===== config.mk =====
export PLATFORM = sky130hd
export DESIGN_NAME = circular_deque
export DESIGN_NICKNAME = d
export VERILOG_FILES = /design/src/hdl/dq_pkg.sv /design/src/hdl/dq_ctrl.sv /design/src/hdl/dq_datapath.sv /design/src/hdl/circular_deque.sv
export SDC_FILE = /design/constraint.sdc
export NUM_CORES = 1
export LEC_CHECK = 0
export BUFFER_PORTS_ARGS = -buffer_cell sky130_fd_sc_hd__buf_4
export CORE_MARGIN = 4
export CORE_UTILIZATION = 60
export CTS_CLUSTER_DIAMETER = 120
export DETAILED_ROUTE_END_ITERATION = 10
export PLACE_DENSITY_LB_ADDON = 0.2
export SETUP_SLACK_MARGIN = 0.05
export SYNTH_ARGS = -nofsm -noshare
export SYNTH_HDL_FRONTEND = slang
export SYNTH_SLANG_ARGS = --single-unit

===== constraint.sdc =====
create_clock -name clk -period 13.3 [get_ports clk]
set_input_delay 1.995 -clock clk [delete_from_list [all_inputs] [get_ports clk]]
set_output_delay 1.995 -clock clk [all_outputs]
set_load 0.01 [all_outputs]

===== src/hdl/dq_pkg.sv =====
// ----------------------------------------------------------------------------
// dq_pkg
// Types and constants shared by the circular deque modules.
// ----------------------------------------------------------------------------
package dq_pkg;

  localparam int VALUE_W     = 32;
  localparam int STATUS_W    = 2;
  localparam int OPCODE_W    = 3;
  localparam int CAP_W       = 5;
  localparam int MODE_W      = 2;
  localparam int CFG_INDEX_W = 1;
  localparam int CFG_DATA_W  = CAP_W;

  // operation codes
  localparam logic [OPCODE_W-1:0] OP_PUSH_REAR  = 3'd0;
  localparam logic [OPCODE_W-1:0] OP_PUSH_FRONT = 3'd1;
  localparam logic [OPCODE_W-1:0] OP_POP_FRONT  = 3'd2;
  localparam logic [OPCODE_W-1:0] OP_POP_REAR   = 3'd3;
  localparam logic [OPCODE_W-1:0] OP_PEEK_FRONT = 3'd4;
  localparam logic [OPCODE_W-1:0] OP_PEEK_REAR  = 3'd5;
  localparam logic [OPCODE_W-1:0] OP_STATUS     = 3'd6;

  // result status codes
  localparam logic [STATUS_W-1:0] ST_OK          = 2'd0;
  localparam logic [STATUS_W-1:0] ST_FULL        = 2'd1;
  localparam logic [STATUS_W-1:0] ST_EMPTY       = 2'd2;
  localparam logic [STATUS_W-1:0] ST_NOT_ALLOWED = 2'd3;

  // restriction modes
  localparam logic [MODE_W-1:0] MODE_INPUT_RESTRICTED  = 2'd0;
  localparam logic [MODE_W-1:0] MODE_OUTPUT_RESTRICTED = 2'd1;
  localparam logic [MODE_W-1:0] MODE_UNRESTRICTED      = 2'd2;

  // configuration register indexes
  localparam logic [CFG_INDEX_W-1:0] CFG_CAPACITY         = 1'd0;
  localparam logic [CFG_INDEX_W-1:0] CFG_RESTRICTION_MODE = 1'd1;

  localparam logic [CAP_W-1:0]   CAPACITY_RESET = 5'd16;
  localparam logic [VALUE_W-1:0] EMPTY_READ     = '1;

  typedef struct packed {
    logic [OPCODE_W-1:0]       opcode;
    logic signed [VALUE_W-1:0] push_value;
  } in_item_t;

  typedef struct packed {
    logic signed [VALUE_W-1:0] read_value;
    logic [STATUS_W-1:0]       status;
    logic                      is_empty;
    logic                      is_full;
  } out_item_t;

  typedef enum logic {
    S_IDLE,
    S_EXEC
  } state_t;

  typedef struct packed {
    logic accept;
    logic exec;
  } ctrl_cmd_t;

endpackage


===== src/hdl/dq_ctrl.sv =====
// ----------------------------------------------------------------------------
// dq_ctrl
// Sequencer: takes a transaction, runs the execute state, holds the result.
// ----------------------------------------------------------------------------
module dq_ctrl (
  input  logic              clk,
  input  logic              rst,
  input  logic              in_valid,
  output logic              in_stall,
  output logic              out_valid,
  input  logic              out_stall,
  output dq_pkg::ctrl_cmd_t cmd
);

  dq_pkg::state_t state;
  dq_pkg::state_t state_next;
  logic           room;

  // output register free by the time the execute cycle loads it
  assign room = !out_valid || !out_stall;

  always_comb begin
    state_next = state;
    case (state)
      dq_pkg::S_IDLE: begin
        if (in_valid && room) state_next = dq_pkg::S_EXEC;
      end
      dq_pkg::S_EXEC: begin
        state_next = dq_pkg::S_IDLE;
      end
      default: begin
        state_next = dq_pkg::S_IDLE;
      end
    endcase
  end

  always_comb begin
    in_stall   = 1'b1;
    cmd.accept = 1'b0;
    cmd.exec   = 1'b0;
    case (state)
      dq_pkg::S_IDLE: begin
        in_stall   = !room;
        cmd.accept = in_valid && room;
      end
      dq_pkg::S_EXEC: begin
        cmd.exec = 1'b1;
      end
      default: begin
        in_stall = 1'b1;
      end
    endcase
  end

  always_ff @(posedge clk) begin
    if (rst) begin
      state <= dq_pkg::S_IDLE;
    end else begin
      state <= state_next;
    end
  end

  always_ff @(posedge clk) begin
    if (rst) begin
      out_valid <= 1'b0;
    end else if (cmd.exec) begin
      out_valid <= 1'b1;
    end else if (!out_stall) begin
      out_valid <= 1'b0;
    end
  end

endmodule


===== src/hdl/dq_datapath.sv =====
// ----------------------------------------------------------------------------
// dq_datapath
// Element store, front/rear pointers, configuration and result register.
// ----------------------------------------------------------------------------
module dq_datapath #(
  parameter int DEPTH = 16
) (
  input  logic                          clk,
  input  logic                          rst,
  input  dq_pkg::ctrl_cmd_t             cmd,
  input  dq_pkg::in_item_t              in_data,
  input  logic                          cfg_write,
  input  logic [dq_pkg::CFG_INDEX_W-1:0] cfg_index,
  input  logic [dq_pkg::CFG_DATA_W-1:0] cfg_data,
  output dq_pkg::out_item_t             out_data
);

  localparam int IDX_W = $clog2(DEPTH);
  localparam int EXT_W = (IDX_W + 1 > dq_pkg::CAP_W) ? IDX_W + 1 : dq_pkg::CAP_W;
  localparam logic [EXT_W-1:0] DEPTH_EXT = EXT_W'(DEPTH);
  localparam int RESET_EFF =
    (int'(dq_pkg::CAPACITY_RESET) > DEPTH) ? DEPTH : int'(dq_pkg::CAPACITY_RESET);
  localparam logic [IDX_W-1:0] LAST_RESET = IDX_W'(RESET_EFF - 1);

  function automatic logic [IDX_W-1:0] wrap_inc(input logic [IDX_W-1:0] i,
                                                input logic [IDX_W-1:0] last);
    return (i == last) ? '0 : i + IDX_W'(1);
  endfunction

  function automatic logic [IDX_W-1:0] wrap_dec(input logic [IDX_W-1:0] i,
                                                input logic [IDX_W-1:0] last);
    return (i == '0) ? last : i - IDX_W'(1);
  endfunction

  logic [dq_pkg::VALUE_W-1:0] mem [DEPTH];
  logic [dq_pkg::VALUE_W-1:0] rdata;
  logic [IDX_W-1:0]           raddr;

  logic [IDX_W-1:0]          last;       // effective capacity minus one
  logic [dq_pkg::MODE_W-1:0] mode;
  logic [IDX_W-1:0]          front;
  logic [IDX_W-1:0]          rear;
  logic                      empty;
  dq_pkg::in_item_t          item;

  logic [IDX_W-1:0]           front_next;
  logic [IDX_W-1:0]           rear_next;
  logic                       empty_next;
  logic                       full_now;
  logic                       we;
  logic [IDX_W-1:0]           waddr;
  dq_pkg::out_item_t          result;

  logic [EXT_W-1:0] cap_ext;
  logic [IDX_W-1:0] last_wr;

  // clamp written capacity to 1..DEPTH
  always_comb begin
    cap_ext = EXT_W'(cfg_data[dq_pkg::CAP_W-1:0]);
    if (cap_ext == '0) begin
      last_wr = '0;
    end else if (cap_ext > DEPTH_EXT) begin
      last_wr = IDX_W'(DEPTH - 1);
    end else begin
      last_wr = IDX_W'(cap_ext - EXT_W'(1));
    end
  end

  // read address picked from the incoming opcode
  always_comb begin
    case (in_data.opcode)
      dq_pkg::OP_POP_FRONT, dq_pkg::OP_PEEK_FRONT: raddr = front;
      default:                                     raddr = rear;
    endcase
  end

  assign full_now = !empty && (wrap_inc(rear, last) == front);

  always_comb begin
    front_next        = front;
    rear_next         = rear;
    empty_next        = empty;
    we                = 1'b0;
    waddr             = front;
    result.read_value = '0;
    result.status     = dq_pkg::ST_OK;
    if ((item.opcode == dq_pkg::OP_PUSH_FRONT && mode == dq_pkg::MODE_INPUT_RESTRICTED) ||
        (item.opcode == dq_pkg::OP_POP_REAR && mode == dq_pkg::MODE_OUTPUT_RESTRICTED)) begin
      result.status = dq_pkg::ST_NOT_ALLOWED;
    end else begin
      case (item.opcode)
        dq_pkg::OP_PUSH_REAR, dq_pkg::OP_PUSH_FRONT: begin
          if (full_now) begin
            result.status = dq_pkg::ST_FULL;
          end else if (empty) begin
            front_next = '0;
            rear_next  = '0;
            empty_next = 1'b0;
            we         = 1'b1;
            waddr      = '0;
          end else if (item.opcode == dq_pkg::OP_PUSH_REAR) begin
            rear_next = wrap_inc(rear, last);
            we        = 1'b1;
            waddr     = rear_next;
          end else begin
            front_next = wrap_dec(front, last);
            we         = 1'b1;
            waddr      = front_next;
          end
        end
        dq_pkg::OP_POP_FRONT, dq_pkg::OP_POP_REAR,
        dq_pkg::OP_PEEK_FRONT, dq_pkg::OP_PEEK_REAR: begin
          if (empty) begin
            result.status     = dq_pkg::ST_EMPTY;
            result.read_value = dq_pkg::EMPTY_READ;
          end else begin
            result.read_value = rdata;
            if (item.opcode == dq_pkg::OP_POP_FRONT || item.opcode == dq_pkg::OP_POP_REAR) begin
              if (front == rear) begin
                front_next = '0;
                rear_next  = '0;
                empty_next = 1'b1;
              end else if (item.opcode == dq_pkg::OP_POP_FRONT) begin
                front_next = wrap_inc(front, last);
              end else begin
                rear_next = wrap_dec(rear, last);
              end
            end
          end
        end
        default: begin
        end
      endcase
    end
    result.is_empty = empty_next;
    result.is_full  = !empty_next && (wrap_inc(rear_next, last) == front_next);
  end

  // element store
  always_ff @(posedge clk) begin
    if (cmd.exec && we) begin
      mem[waddr] <= item.push_value;
    end
  end

  always_ff @(posedge clk) begin
    if (cmd.accept) begin
      rdata <= mem[raddr];
    end
  end

  always_ff @(posedge clk) begin
    if (cmd.accept) begin
      item <= in_data;
    end
    if (cmd.exec) begin
      out_data <= result;
    end
  end

  always_ff @(posedge clk) begin
    if (rst) begin
      front <= '0;
      rear  <= '0;
      empty <= 1'b1;
      last  <= LAST_RESET;
      mode  <= dq_pkg::MODE_UNRESTRICTED;
    end else begin
      if (cmd.exec) begin
        front <= front_next;
        rear  <= rear_next;
        empty <= empty_next;
      end
      if (cfg_write) begin
        case (cfg_index)
          dq_pkg::CFG_CAPACITY: begin
            last  <= last_wr;
            front <= '0;
            rear  <= '0;
            empty <= 1'b1;
          end
          dq_pkg::CFG_RESTRICTION_MODE: begin
            mode <= cfg_data[dq_pkg::MODE_W-1:0];
          end
          default: begin
          end
        endcase
      end
    end
  end

endmodule


===== src/hdl/circular_deque.sv =====
// ----------------------------------------------------------------------------
// circular_deque
// Double-ended queue in a circular element store with restriction modes.
// ----------------------------------------------------------------------------
//
//   channel   handshake               payload
//   -------   ---------------------   -------------------------------------
//   in        in_valid / in_stall     in_data  : opcode, push_value
//   out       out_valid / out_stall   out_data : read_value, status,
//                                                is_empty, is_full
//   cfg       cfg_write               cfg_index, cfg_data (no read-back)
//
// Each transaction passes through accept (store read issued from the
// current front or rear pointer) then execute (pointer update, store write,
// result register load). A new transaction is not taken while one is in
// execute; the registered read of the element store sets this pace.
// Reset (rst, synchronous): deque empty, pointers zero, capacity 16 (clamped
// to DEPTH), unrestricted mode. Store contents are not cleared.
// A stalled result sits in the output register; a new transaction is taken
// only once that register will be free for its execute cycle.
// ----------------------------------------------------------------------------
module circular_deque #(
  parameter int DEPTH = 16
) (
  input  logic                           clk,
  input  logic                           rst,
  input  logic                           in_valid,
  output logic                           in_stall,
  input  dq_pkg::in_item_t               in_data,
  output logic                           out_valid,
  input  logic                           out_stall,
  output dq_pkg::out_item_t              out_data,
  input  logic                           cfg_write,
  input  logic [dq_pkg::CFG_INDEX_W-1:0] cfg_index,
  input  logic [dq_pkg::CFG_DATA_W-1:0]  cfg_data
);

  dq_pkg::ctrl_cmd_t cmd;

  // sequencer: accept / execute / result hand-off
  dq_ctrl u_ctrl (
    .clk       (clk),
    .rst       (rst),
    .in_valid  (in_valid),
    .in_stall  (in_stall),
    .out_valid (out_valid),
    .out_stall (out_stall),
    .cmd       (cmd)
  );

  // store, pointers, configuration and result register
  dq_datapath #(
    .DEPTH (DEPTH)
  ) u_datapath (
    .clk       (clk),
    .rst       (rst),
    .cmd       (cmd),
    .in_data   (in_data),
    .cfg_write (cfg_write),
    .cfg_index (cfg_index),
    .cfg_data  (cfg_data),
    .out_data  (out_data)
  );

endmodule


### After elaboration in Yosys (flattened, before gate mapping)

Memory sizes are Yosys's and may differ from the RTL's. A register that Yosys moved wholly into a read port is not among the register bits.
Cells that the tools add are included.

| cells by class | value |
|---|---|
| add/sub/neg operators | 6 |
| $lt $le $gt $ge | 1 |
| equality and inequality tests | 15 |
| multiplexer cells | 62 |
| bitwise operators | 3 |
| reduce and logical (&&, ||, !) cells | 25 |

Operators by type and width:

| kind | count |
|---|---|
| two-way mux 4 bit | 35 |
| two-way mux 32 bit | 1 |
| equality test 4 bit | 6 |
| two-way mux 1 bit | 20 |
| one-hot mux 4 bit (2 select lines) | 2 |
| adder 4 x 1 -> 4 bit, second input constant | 3 |
| subtractor 4 x 1 -> 4 bit, second input constant | 3 |
| equality test 3 x 2 -> 1 bit, second input constant | 3 |
| equality test 3 bit, second input constant | 3 |
| zero test 4 bit | 2 |
| logical AND 1 bit | 6 |
| OR reduction 2 bit | 3 |
| > comparator 5 bit, second input constant | 1 |
| zero test 1 bit | 5 |
| zero test 5 bit | 1 |
| one-hot mux 1 bit (2 select lines) | 2 |
| one-hot mux 2 bit (2 select lines) | 1 |
| AND reduction 2 bit | 2 |
| OR reduction 4 bit | 1 |
| equality test 3 x 1 -> 1 bit, second input constant | 1 |
| zero test 3 bit | 1 |
| logical OR 1 bit | 3 |
| inverter 1 bit | 3 |
| equality test 2 x 1 -> 1 bit, second input constant | 1 |
| 3 further kinds | 3 |

| storage, ports and cells | value |
|---|---|
| bits in registers | 88 |
| RAM bits | 512 |
| input port bits | 46 |
| output and inout bits | 38 |
| word-level logic and storage cells | 126 |
| memories kept | 1 |

Memories:

| memory | depth | width | rd ports | clocked after Yosys merged registers in | wr ports | RTL line | RTL |
|---|---|---|---|---|---|---|---|
| u_datapath.mem | 16 | 32 | 1 | 1 | 1 | dq_datapath.sv:35 | `logic [dq_pkg::VALUE_W-1:0] mem [DEPTH];` |

### Longest topological paths before layout

Gate-level depths: netlist (run 1).

| logic depth | value |
|---|---|
| depth after elaboration | 12 |
| depth in mapped cells | 15 |
| gate-level depth less buffers | 14 |

### Modules after synthesis

From an unflattened synthesis (run 1), not the netlist that was laid out.

| unflattened totals | value |
|---|---|
| cells, all modules | 1,387 |
| area, all modules | 25,436.9 um^2 |

By module, submodules not included:

| module | instances | cells an instance | area an instance (um^2) | sequential area each (um^2) |
|---|---|---|---|---|
| dq_datapath | 1 | 1,378 | 25,340.6 | 18,768.0 |
| dq_ctrl | 1 | 9 | 96.3 | 40.0 |

### Worst setup path after synthesis (run 1)

No wires, ideal clock.

| path | value |
|---|---|
| path kind | input to register |
| from | in in_data[34] in the netlist's numbering |
| to | reg u_datapath.rdata[13] in the netlist's numbering, read port of u_datapath.mem, data pin |
| setup time | 0.274 ns |
| arrival time | 4.572 ns |
| required time | 13.026 ns |
| slack | 8.454 ns |
| cell stages on the path | 9 |
| path buffers | 2 |
| path through | xnor2_1 -> nor2_1 -> mux2i_1 -> buf_1 -> buf_1 -> mux4_2 -> and2_1 -> a211oi_1 -> a31oi_1 |

| on the way | value |
|---|---|
| longest elaborated chain between the ends | 3 |
| elaborated cells between the ends (all ways) | 4 |
| classes of those cells | eq/ne (2); mux (1); reduce/logical (1) |

Ends and longest elaborated chain:

| what | RTL line | RTL |
|---|---|---|
| start: declaration | circular_deque.sv:29 | `input dq_pkg::in_item_t in_data,` |
| equality test 3 x 2 -> 1 bit or equality test 3 bit (tied branches) | dq_datapath.sv:71 | `case (in_data.opcode)` |
| OR reduction 2 bit (*) | dq_datapath.sv:71 |  |
| two-way mux 4 bit (*) | dq_datapath.sv:71 |  |
| end: declaration | dq_datapath.sv:36 | `logic [dq_pkg::VALUE_W-1:0] rdata;` |

Every way passes the cells marked *; elsewhere a longest branch is shown, timed or not.
A chain may end at the register's enable or synchronous reset.

### Worst setup path in the final report (run 1)

| path | value |
|---|---|
| from | in in_data[33] in the netlist's numbering |
| to | reg u_datapath.rdata[15] in the netlist's numbering, read port of u_datapath.mem, data pin |

The elaborated chain is that of the path after synthesis.

==> results of run 1 <==
==> stage by stage <==
step / setup slack (ns) / hold WS [ns] / instance area [um^2]
2_1_floorplan: 8.45 / 0.436 / 25100
3_3_place_gp: 6.74 / 0.478 / 26500
3_5_place_dp: 6.63 / 0.485 / 26500
4_1_cts: 7.31 / 0.493 / 28400
5_1_grt: 7.08 / 0.515 / 28400
6_report: 7.27 / 0.490 / 28400
==> per-layer routing <==
metal | routed length (um) | vias to the layer above
li1 | - | 5658
met1 | 22100 | 6822
met2 | 27700 | 579
met3 | 4260 | 84
met4 | 1270 | 0
met5 | 0 | -
==> report_power, final <==
group / switching, mW / total [mW] / leakage [nW] / internal, mW
clock: 0.711 / 1.67 / 0.931 / 0.958
combinational: 0.133 / 0.232 / 2.65 / 0.0989
sequential: 0.0416 / 2.27 / 5.72 / 2.23
==> worst register-to-register path, delay by kind of cell, from the launching register on <==
family / cells / cell delay, ns
AOI/OAI and AO/OA: 2 / 0.98
xor gates and xnor gates: 1 / 0.21
adders and majority gates: 1 / 0.47
buffers and inverters: 2 / 0.82
DFF: 1 / 0.74
muxes: 1 / 0.30
and+or+nand+nor: 3 / 1.52
==> registers in the layout, indices dropped and copies added (netlist names) <==
name / flops
u_datapath.item: 35
u_ctrl.out_valid: 1
u_datapath.mem: 512
u_ctrl.state: 1
u_datapath.front: 4
u_datapath.last: 4
u_datapath.rear: 4
u_datapath.out_data: 36
u_datapath.mode: 2
u_datapath.empty: 1
u_datapath.rdata: 32
==> layout make-up <==
type	instances	area [um^2]	share of cell area, %
Timing Repair Buffer	111	846	2.98
Clock buffer	77	1590	5.59
Multi-Input combinational cell	633	6080	21.4
Inverter	19	71.3	0.251
Clock inverter	33	332	1.17
Tap cell	532	666	2.34
Sequential cell	632	18800	66.3
==> worst min-delay path by stage <==
stage / endpoint / slack, ns / cells after the start
final: u_datapath.mode[0]$_SDFFE_PP0P_ / 0.49 / 2
after global routing: u_datapath.mode[1]$_SDFFE_PP1P_ / 0.51 / 1
after CTS: u_datapath.mode[0]$_SDFFE_PP0P_ / 0.49 / 2
after detailed placement: u_datapath.mode[0]$_SDFFE_PP0P_ / 0.48 / 2
after global placement: u_datapath.mode[0]$_SDFFE_PP0P_ / 0.48 / 2
after floorplan: u_datapath.mode[1]$_SDFFE_PP1P_ / 0.44 / 1
==> cells in the final DEF (no fill, tap or decap), types with 5 or more instances in the layout <==
cell / synthesis / routed
a211oi_1: 43 / 43
a21oi_1: 23 / 23
a31oi_1: 39 / 39
and2_1: 32 / 31
buf_4: 1 / 110
bufinv_16: 0 / 6
clkbuf_1: 43 / 16
clkbuf_16: 0 / 61
clkinv_1: 0 / 11
clkinv_2: 0 / 10
dfxtp_1: 17 / 15
edfxtp_1: 615 / 615
ha_1: 9 / 9
inv_1: 19 / 19
mux2_2: 5 / 5
mux2i_1: 9 / 5
mux4_2: 128 / 128
nand2_1: 92 / 92
nand2b_1: 6 / 6
nand3_1: 8 / 8
nor2_1: 110 / 94
nor2_4: 0 / 16
nor3_1: 6 / 6
nor4_1: 8 / 8
o211ai_1: 5 / 5
o21ai_0: 12 / 12
xnor2_1: 7 / 7
xor2_1: 14 / 14
==> kinds of logic after synthesis <==
group           count (synthesis)
fa+ha+maj                      10
xor+xnor                       23
flops                         632
buf+inv                        96
simple gates                  291
compound gates                167
mux                           142
==> key figures, run 1 <==
Routing
  – DR vias/cell: 6.45
  – Via count: 13100
  – Remaining DRCs: 0
  – Initial drt markers: roughly 1400
  – Detailed Routing Iterations Pass 1: 5
  – Post-DR wirelength/cell: 27.1 um
  – Drt total wl: between 50 and 60 mm
  – Remaining antenna violation count after routing: 0

GRT
  – Antenna violations before repair: 0
  – Met2 Use GR: 40.8%
  – Overflow after GRT: 0
  – Met1 Use GR: 36.5%
  – Vias in the first global route: about 13000
  – First-pass GRT wire length: approximately 84 mm
  – Gr busiest metal: met2
  – Met3 GRT Util: a little under 4%
  – GRT Overall Usage: around a quarter
  – Largest net degree at the start of global routing: between 100 and 150

Outcome
  – Status: completed

Floorplanning
  – Chip width: around 210 um
  – DIE AREA: about 45000 um^2
  – Initial core utilization: between 60% and 70%
  – I/O pin cnt: 84
  – FP Rows: 74
  – Die H: ~210 um
  – Core ar.: about 41000 um^2

Timing
  – Fin crit share: ~45%
  – Pins Over Slew Limit: 0
  – Final setup vio count: 0
  – Fin Setup TNS: 0 ns
  – Worst slew pin tran: roughly 1.1 ns
  – Worst slew margin: about 29%
  – Fmax: 0.166 GHz
  – Hold Fails Final Rpt: 0
  – RSZ-0062 raised after global routing: no
  – Min Clock Period, post-route: about 6.0 ns
  – Worst Skew: 0.0174 ns

Clocking
  – CTS tree: yes
  – Setup repair bufs after CTS: 0
  – Num CTS Buffers: 60
  – CTS sink cnt: ~630
  – CTS HTree Levels: 2
  – Clock Path Buffers: 3
  – Clock slew at reported path FFs: 0.06 ns
  – Cts repair resizes: 0
  – Clock root buffer: clkbuf_16
  – CTS hold repair buffers: 0
  – Latest clock arrival within the worst-skew pair: ~0.62 ns

Worst setup path
  – Critical path's largest stage delay: about 0.86 ns
  – Number of cells on the critical path: 10
  – Cell mode on critical path: buf_4
  – Reg2Reg Setup Slack: ~7.9 ns
  – CP Class: in2reg
  – Worst setup path endpoint: u_datapath.rdata[15]$_DFFE_PP_
  – CP required: between 10 and 15 ns
  – Worst-path cell chain: buf_4 -> xnor2_1 -> nor2_1 -> mux2i_4 -> buf_4 -> buf_4 -> mux4_2 -> and2_1 -> a211oi_1 -> a31oi_1
  – Worst path bufs/invs: 3
  – CP Max Fanout: 68
  – CP Capture Type: flop
  – Crit start category: primary input
  – R2R cell count: 10
  – Worst R2R End: u_datapath.mem[15][9]$_DFFE_PP_
  – Slowest-stage cell, CP: mux2i_4
  – CP top delay family: buffers and inverters
  – Crit path DAT: around 6.3 ns
  – R2R Path Start: u_datapath.rear[0]$_SDFF_PP0_
  – CP Launch Point: in_data[33]

Finish
  – Non-filler cells, final: a little over 2000
  – Layout cell share with drive strength beyond 1: between 20% and 30%
  – Synth-to-layout area growth: 13.0%
  – Filler Cell Count: 2680
  – Final #Nets: between 1500 and 2000
  – ANT cells: 0
  – Fin util: a little under 70%

Synth
  – Portion of netlist area occupied by mux cells: 12.1%
  – Post-synth EDFFs: 615
  – Synth Area in Simple Gates: 5.42%
  – Cells after synthesis: between 1000 and 1500
  – Syn_area_per_cell: about 18 um^2
  – Main flop type after synthesis: edfxtp_1
  – Sequential share of the synthesized area: between 70% and 80%
  – Post-synthesis adder-cell area fraction: less than 1%
  – Xor-xnor portion of the synthesized cell area: less than 1%
  – Syn Nets: roughly 1400
  – Compound-gate portion of the synthesized area: 4.65%
  – #FFs+latches synth: about 630
  – Top cell type's share of synthesized area: around three quarters
  – Syn Std Cell Area: around 25000 um^2
  – Largest area contributor in the netlist: edfxtp_1
  – Largest cells by area after synthesis: edfxtp_1, mux4_2, nor2_1
  – Yosys warns: 0
  – Netlist cell types: 71
  – Top cells by count, synth: edfxtp_1, mux4_2, nor2_1, nand2_1
  – Asr flop ratio synth: 0%
  – Top-count cell post-synth: edfxtp_1
  – Largest family of logic cells by synthesized area: multiplexers

Job
  – Max_cap viols: 0

Placement
  – DP Wirelength: roughly 29 mm
  – DP Cell Count: roughly 1900
  – Port bufs: 83
  – GPL Wtd Cong: roughly 0.9

Power and ir drop
  – Worst VDD drop: between 0.1 and 0.15 mV
  – Pleak: 9.30 nW
  – Power, Total: ~4.2 mW
  – Pwr dens: approximately 150 nW/um^2

Min path
  – Hold WC Path Type: reg2reg
  – Min-Delay Startpoint: u_datapath.mode[0]$_SDFFE_PP0P_
Power figures use the tool's default switching activity.
==> run 2, diff against run 1 <==
==> constraint.sdc (replaced) <==
create_clock -name clk -period 5.8 [get_ports clk]
set_input_delay 0.87 -clock clk [delete_from_list [all_inputs] [get_ports clk]]
set_output_delay 0.87 -clock clk [all_outputs]
set_load 0.01 [all_outputs]
==> run 2 against run 1 <==
  * Worst hold slack lost 0.085 ns
  * Global-route usage grew 0.22 points
  * Combinational power grew 140%
  * Non-clock buffer count grew 24
  * Largest cell class unchanged
  * Largest power group unchanged
==> key figures, run 2 (same netlist as run 1, synthesis figures left out) <==
Clocking
  – Setup repair bufs after CTS: 0
  – Clock slew at reported path FFs: approximately 0.060 ns
  – Cts repair resizes: 0
  – Clock root buffer: clkbuf_16
  – Clock Path Buffers: 3
  – Num CTS Buffers: around 60
  – CTS HTree Levels: 2
  – Latest clock arrival within the worst-skew pair: between 0.6 and 0.7 ns
  – CTS tree: yes
  – CTS hold repair buffers: 0
  – CTS sink cnt: 632

Routing
  – Drt total wl: 55.5 mm
  – Met2 Wirelength: 27.3 mm
  – Top routing layer in use: met5
  – Via count: between 10000 and 15000
  – Remaining antenna violation count after routing: 0
  – Met3 WL post-DR: between 3 and 4 mm
  – Post-DR wirelength/cell: 26.9 um
  – DR vias/cell: 6.39
  – Detailed Routing Iterations Pass 1: 5
  – Remaining DRCs: 0
  – M1 WL: 22.6 mm
  – Initial drt markers: 1412

Power and ir drop
  – Power Internal: between 7 and 8 mW
  – Clock power frac: 41.2%
  – Comb power frac: around 5.7%
  – Worst VDD drop: ~0.28 mV
  – Pleak: roughly 9.5 nW
  – Pwr dens: ~340 nW/um^2
  – Switch Pwr: about 2.1 mW
  – Reg power frac: between 50% and 60%
  – Sw Ratio: roughly a fifth
  – Power, Total: 9.82 mW

Worst setup path
  – CP top delay family: simple AND/OR/NAND/NOR gates
  – CP Capture Type: flop
  – Worst path bufs/invs: 2
  – Reg2Reg Setup Slack: about 1.2 ns
  – Critical path's largest stage delay: around 0.76 ns
  – Worst-path cell chain: xor2_1 -> nor4_2 -> o31ai_1 -> nand4_1 -> buf_4 -> o211ai_1 -> or2_2 -> nor2_1 -> nand3_1 -> nor2_4 -> buf_4
  – CP Max Fanout: 21
  – Crit path DAT: 4.92 ns
  – CP required: 6.15 ns
  – CP Class: reg2reg
  – Cell mode on critical path: buf_4
  – Crit start category: flop
  – Slowest-stage cell, CP: nor2_4

Timing
  – WHS: 0.405 ns
  – Hold Fails Final Rpt: 0
  – Worst slew margin: 12.2%
  – Fmax: roughly 0.22 GHz
  – Fin crit share: roughly 80%
  – Worst slew pin tran: 1.29 ns
  – Min Clock Period, post-route: 4.57 ns
  – Worst Skew: about 0.035 ns
  – Final setup vio count: 0
  – Fin Setup TNS: 0 ns
  – RSZ-0062 raised after global routing: no
  – Pins Over Slew Limit: 0

Finish
  – Layout cell share with drive strength beyond 1: around a quarter
  – Max FFs per register: 512
  – Footprint of the multi-input gates: about 6100 um^2
  – Reg area: roughly 19000 um^2
  – Leading cell type in the layout, fill and taps excluded: edfxtp_1
  – ANT cells: 0
  – Non-filler cells, final: between 2000 and 2500
  – Final #Nets: 1535
  – Synth-to-layout area growth: 14.7%
  – Fin util: 70.1%
  – Commonest cells after routing, fill and taps aside: edfxtp_1, mux4_2, buf_4
  – Filler Cell Count: about 2600
  – Top flop regs: u_datapath.mem: 512 flops, u_datapath.out_data: 36 flops, u_datapath.item: 35 flops
  – Biggest register: u_datapath.mem

Min path
  – Hold WC Path Type: in2reg

GRT
  – Overflow after GRT: 0
  – Largest net degree at the start of global routing: 65
  – Vias in the first global route: between 10000 and 15000
  – First-pass GRT wire length: roughly 85 mm
  – Antenna violations before repair: 0
  – GRT Overall Usage: ~25%

Job
  – Max_cap viols: 0

Floorplanning
  – FP Rows: 74
  – Die H: approximately 210 um
  – I/O pin cnt: 84
  – DIE AREA: about 45000 um^2
  – Initial core utilization: about 61%
  – Chip width: 213 um
  – Core ar.: 41100 um^2

Outcome
  – Status: completed

Placement
  – Port bufs: 83
  – DP Wirelength: between 30 and 40 mm
  – DP Cell Count: a little under 2000
  – GPL Wtd Cong: between 0.9 and 1
==> run 2: changes by cell type in the layout (fill, tap and decap cells not counted), sizes merged <==
cell    before  now
buf        111  135
clkinv      21   26
clkbuf      77   68
bufinv       6   11
==> run 2: routing by layer <==
layer,vias to the layer above,GRT usage (%)
met5,-,0.647
met4,2,7.91
met3,102,4.07
met2,566,40.6
met1,6794,36.7
li1,5708,-
==> run 2: final cells by class <==
class	instances	area share (%)
Sequential cell	632	65.3
Multi-Input combinational cell	633	21.1
Clock buffer	68	5.24
Timing Repair Buffer	135	3.95
Tap cell	532	2.31
Clock inverter	43	1.83
Inverter	19	0.248
==> run 2: power groups by stage <==
stage,Combinational [mW],Clock [mW],Sequential [mW]
finish,0.561,4.05,5.21
global placement,0.557,0,5.30
CTS,0.566,4.11,5.21
floorplan,0.367,0,5.26
detailed placement,0.562,0,5.31
global route,0.610,4.33,5.22
==> run 2: worst paths after layout <==
kind / start / end / cells past startpoint
worst max-delay path: u_datapath.rear[1]$_SDFF_PP0_ / u_datapath.mem[15][18]$_DFFE_PP_ / 11
worst min-delay path: in_data[27] / u_datapath.item[27]$_DFFE_PP_ / 1
worst max register to register: u_datapath.rear[1]$_SDFF_PP0_ / u_datapath.mem[15][18]$_DFFE_PP_ / 11
worst min register to register: u_datapath.mode[1]$_SDFFE_PP1P_ / u_datapath.mode[1]$_SDFFE_PP1P_ / 1
==> run 2: through the flow <==
stage / area (um^2) / setup slack, ns
4_1_cts: 28800 / 1.28
3_3_place_gp: 26800 / 1.42
2_1_floorplan: 25100 / 1.58
5_1_grt: 28800 / 0.963
6_report: 28800 / 1.23
3_5_place_dp: 26800 / 1.30
